===== config.mk =====
export PLATFORM = sky130hd
export DESIGN_NAME = rhdf_controller
export DESIGN_NICKNAME = d
export VERILOG_FILES = /design/src/rtl/core/rhdf_pkg.sv /design/src/rtl/core/rhdf_controller.sv
export SDC_FILE = /design/constraint.sdc
export NUM_CORES = 1
export LEC_CHECK = 0
export BUFFER_PORTS_ARGS = -buffer_cell sky130_fd_sc_hd__buf_2
export CAP_MARGIN = 10
export CORE_AREA = 5 5 42 44
export DETAILED_ROUTE_END_ITERATION = 10
export DIE_AREA = 0 0 47 49
export HOLD_SLACK_MARGIN = 0.06
export PLACE_DENSITY_LB_ADDON = 0.12
export SETUP_SLACK_MARGIN = 0.2
export SLEW_MARGIN = 20
export SYNTH_ARGS = -nofsm -noshare
export SYNTH_HDL_FRONTEND = slang
export SYNTH_SLANG_ARGS = --single-unit
export TNS_END_PERCENT = 100

===== constraint.sdc =====
create_clock -name clk -period 0.8 [get_ports clk]
set_input_delay 0.04 -clock clk [delete_from_list [all_inputs] [get_ports clk]]
set_output_delay 0.04 -clock clk [all_outputs]
set_load 0.01 [all_outputs]

===== src/rtl/core/rhdf_pkg.sv =====
`default_nettype none
// ----------------------------------------------------------------------------
// rhdf_pkg
// Shared types for the recent-hash duplicate filter: the command word from
// the controller to the datapath, and the status word returned from it.
// ----------------------------------------------------------------------------
package rhdf_pkg;

  localparam int unsigned HashWidth = 64;

  typedef logic [HashWidth-1:0] hash_t;

  // Commands that the controller issues to the datapath.
  typedef struct packed {
    logic load;   // latch the hash and restart the scan
    logic issue;  // read the next ring entry
    logic write;  // record the hash at the write position
  } rhdf_cmd_t;

  // Status that the datapath returns to the controller.
  typedef struct packed {
    logic hit;         // the entry read last cycle equals the hash
    logic pending;     // a read result is waiting for its compare
    logic all_issued;  // every valid entry has been read
  } rhdf_status_t;

endpackage : rhdf_pkg
`default_nettype wire


===== src/rtl/core/rhdf_controller.sv =====
`default_nettype none
// ----------------------------------------------------------------------------
// rhdf_controller
// Sequencer for one lookup: accept, scan the ring, then either report a
// duplicate or record the hash, and drive the result strobe.
// ----------------------------------------------------------------------------
module rhdf_controller (
  input  wire                          clk,
  input  wire                          rst,
  input  wire                          start,
  input  wire rhdf_pkg::rhdf_status_t  status,
  output rhdf_pkg::rhdf_cmd_t          cmd,
  output logic                         busy,
  output logic                         done,
  output logic                         already_seen
);
  import rhdf_pkg::*;

  localparam logic StIdle = 1'b0;
  localparam logic StScan = 1'b1;

  logic state;
  logic state_next;
  logic done_next;
  logic seen_next;

  always_comb begin
    state_next = state;
    cmd        = '0;
    done_next  = 1'b0;
    seen_next  = already_seen;
    case (state)
      StIdle: begin
        if (start) begin
          cmd.load   = 1'b1;
          state_next = StScan;
        end
      end
      StScan: begin
        if (status.hit) begin
          done_next  = 1'b1;
          seen_next  = 1'b1;
          state_next = StIdle;
        end else if (!status.all_issued) begin
          cmd.issue = 1'b1;
        end else if (!status.pending) begin
          cmd.write  = 1'b1;
          done_next  = 1'b1;
          seen_next  = 1'b0;
          state_next = StIdle;
        end
      end
      default: begin
        state_next = StIdle;
      end
    endcase
  end

  always_ff @(posedge clk) begin
    if (rst) begin
      state <= StIdle;
      done  <= 1'b0;
    end else begin
      state <= state_next;
      done  <= done_next;
    end
  end

  always_ff @(posedge clk) begin
    already_seen <= seen_next;
  end

  assign busy = (state != StIdle);

endmodule : rhdf_controller
`default_nettype wire


After elaboration in Yosys (flattened, before gate mapping)
Index checks and enable logic that the tools add are counted.
{ "op_classes": {"n_eq_ne": 1, "mux": 14, "bitwise_logic": 1, "n_reduce_logical": 3} }
{ "ops": {"columns": ["operator", "count"], "rows": [
  ["1-bit two-way mux", 11],
  ["2-bit two-way mux", 2],
  ["3-bit AND reduction", 1],
  ["2-bit by 1-bit != test with 1-bit output, second input constant", 1],
  ["1-bit one-hot mux with 2 select lines", 1],
  ["2-bit nonzero test", 1],
  ["2-bit OR reduction", 1],
  ["1-bit NOT", 1]
]} }
{ "totals": {"regBits": 3, "input_bits": 6, "output_inout_bits": 6, "wordCells": 22} }

Logic depth before layout (Yosys ltp)
{ "logic_depth": {"word_depth": 4, "depth_mapped": 3, "mapped_depth_nobuf": 3} }

Worst setup path after synthesis
No wires, ideal clock.
{ "synth_path": {"path_kind": "reg2out", "startpoint": "reg state, in the netlist busy", "endpoint": "out cmd[0] in the netlist's numbering", "arrival_time_ps": 836, "required_ps": 760, "slack_ps": -76, "stages_incl_launch_ff": 3, "path_buffers": 0, "cell_sequence": "dfxtp_1 -> nand2b_1 -> nor3b_1"} }
{ "synth_lines": {"columns": ["item", "line_no", "rtl"], "rows": [
  ["start, declared", "rhdf_controller.sv:22", "logic state;"],
  ["start signal, assigned", "rhdf_controller.sv:61", "state <= StIdle;"],
  ["start signal, assigned", "rhdf_controller.sv:64", "state <= state_next;"],
  ["end, declared", "rhdf_controller.sv:12", "output rhdf_pkg::rhdf_cmd_t cmd,"]
]} }

==> flow_summary_export.csv <==
group,metric,value,unit
sta,whs,-0.713,ps
die,die_h,49,um
sta,fmax,1010,MHz
cells_and_area,layout.nets,36,
die,die_w,47,um
yosys,synth-seq-cells,3,
drt,num_vias,142,
global_routing,grt_pass1_wl,607,um
critical_path,slowest_delay,350,ps
clock_network,clk_pin_slew,40,ps
drt,drtPass1Iterations,1,
drt,ant_nets,0,
drt,wirelength,387,um
power,p_per_area,1750,mW/mm^2
drt,post-route-drc-count,0,
power,p_seq_share,31.9,%
sta,hold_viol,1,
sta,relSlewSlack,91.4,%
clock_network,clock_path_buffers,2,
yosys,syn_inst,12,
critical_path,critical-path-top-delay-family,"flip-flops",
cells_and_area,final_area,305,sq um
placement,pre_cts_slack,-35.9,ps
clock_network,h-tree-depth,1,
cells_and_area,drive_gt1_share,82.8,%
placement,dpl_cell_area,244,sq um
cells_and_area,final_cell_count_no_fill,45,
drt,vias_per_cell,3.16,
die,rows,14,
clock_network,clockRootBuffer,"clkbuf_4",
power,comb_power_share,18.6,%
critical_path,path_cells,"nand2b_4, nor3b_2, buf_2",
status,run_status,"complete, but fails checks",
clock_network,cts-buffers-inserted,3,
placement,port_buffers,11,
critical_path,end_kind,"primary output",
die,fp.coreArea,0.00140,sq mm
global_routing,grt_max_degree,4,
yosys,yosysWarnings,0,
power,power.leakage,0.000145,uW
clock_network,worst_skew_pair.late_latency,230,ps
critical_path,critPathBufInv,1,
critical_path,crit_type,"reg -> out",
sta,tns,-750,ps
die,io_pins,12,
power,p_int,412,uW
sta,skew,4.46,ps
global_routing,antenna_found_initial,0,
cells_and_area,area_growth,103,%
sta,finalCritPeriodShare,124,%
die,design.die.area,0.00230,sq mm
yosys,syn_nets,18,
placement,gp_congestion,0.635,
yosys,ys_seq_area_share,46.7,%
global_routing,grt_overflow,0,
yosys,synth_cell_types,9,
clock_network,cts_tree,"yes",
drt,wl_per_cell,8.60,um
drt,drtIter0Drc,0,
placement,placed_cells,39,
job,cap_viol_max_count,0,
status,violations,"negative hold slack, negative setup slack",
sta,slew_viol_final,0,
global_routing,grtUsageTotal,4.08,%
yosys,postSynthAreaPerCell,12.5,sq um
power,switchingPower,121,uW
cells_and_area,antenna_cells,0,
die,start_util,10.7,%
power,pwr-share-clk,49.5,%
critical_path,cp.arrival,950,ps
yosys,syn-cell-area,150,sq um
sta,worst_slew_pin_slew,128,ps
worst_hold_path,min_path_type,"in -> reg",
power,ir_worst_vdd,0.469,mV
global_routing,grt_pass1_vias,166,
critical_path,crit_path_max_fanout,3,
power,switching_share,22.7,%
critical_path,slowest_stage,"dfxtp_4",
critical_path,required,760,ps
critical_path,cp-start-kind,"flip-flop",
clock_network,cts.sinks,3,
sta,finalWorstSetupSlack,-195,ps
sta,rsz0062_at_grt,"yes",
sta,setup_violations,7,
cells_and_area,final_core_util,21.8,%
sta,fin_crit,995,ps
synth_stat cells:
library cell | number | area (sq um)
o21ba_1 | 1 | 10.0
nor3b_1 | 1 | 7.51
nor2_1 | 2 | 7.51
dfxtp_1 | 2 | 40.0
nor2b_1 | 1 | 6.26
nand2b_1 | 1 | 6.26
edfxtp_1 | 1 | 30.0
o21a_4 | 1 | 15.0
nor2b_4 | 2 | 27.5
final timing paths:
path | startpoint | to | slack (ps) | depth (start not counted)
worst max-delay path | busy$_SDFF_PP0_ | cmd[0] | -190 | 3
worst min-delay path | rst | busy$_SDFF_PP0_ | -0.7 | 2
worst max register to register | busy$_SDFF_PP0_ | already_seen$_SDFFCE_PP1P_ | -90 | 2
worst min register to register | busy$_SDFF_PP0_ | busy$_SDFF_PP0_ | 700 | 4
worst reg2reg max path: cells and delay by family (launching register included):
kind / cells / cell delay, ps
buffers and inverters: 1 / 140
AO/OA/AOI/OAI: 1 / 130
flip-flops: 1 / 350
cell usage in the layout (no fill, tap or decap):
cell / Yosys / final
buf_4: 0 / 2
nor3b_2: 0 / 1
nand2b_4: 0 / 1
buf_2: 0 / 9
dfxtp_1: 2 / 1
nor2_1: 2 / 1
clkbuf_1: 0 / 1
buf_6: 0 / 2
dfxtp_4: 0 / 1
nor2b_4: 2 / 3
edfxtp_1: 1 / 1
o21a_4: 1 / 1
o21ba_1: 1 / 1
nor2_2: 0 / 1
clkbuf_4: 0 / 3
flip-flops by register name (all words and copies together), names as in the netlist:
register and cells:
already_seen 1, done 1, busy 1
power groups by stage:
stage | Clock, uW | Combinational (uW) | Sequential [uW]
3_5_place_dp | 0 | 76.1 | 174
5_1_grt | 299 | 106 | 171
3_3_place_gp | 0 | 76.4 | 174
2_1_floorplan | 0 | 36.7 | 178
6_report | 264 | 99.2 | 170
4_1_cts | 285 | 102 | 170
cell families (layout without fill, tap and decap cells):
| family | after synthesis | in the layout | share of synthesized area (%) |
|---|---|---|---|
| AND/OR/NAND/NOR | 7 | 7 | 36.7 |
| buffers and inverters | 0 | 17 | 0 |
| AO/OA/AOI/OAI | 2 | 2 | 16.7 |
| flip-flops | 3 | 3 | 46.7 |
metal layers:
metal  global-route usage [%]  wire, um
met2                     5.88       220
met5                        0         0
met1                     2.86       116
met3                     3.69        50
met4                     4.15         0
final cells by class:
class / count / area (sq um)
clock buffer: 4 / 26.3
timing repair buffer: 13 / 82.6
sequential: 3 / 73.8
fill: 166 / 1100
tap: 16 / 20.0
multi-input combinational: 9 / 103
metrics by stage:
stage	hold WS, ps	total power, uW
floorplan	102	215
finish	-0.713	534
global route	-10.3	576
CTS	-10.5	557
detailed placement	243	251
global placement	243	250
timing repair:
action                     CTS  global route
hold endpoints to repair     3             3
setup endpoints to repair    9             9
setup buffers                2             0
gates resized for setup      3             0
pin swaps                    1             1
(Power assumes the default switching activity.)
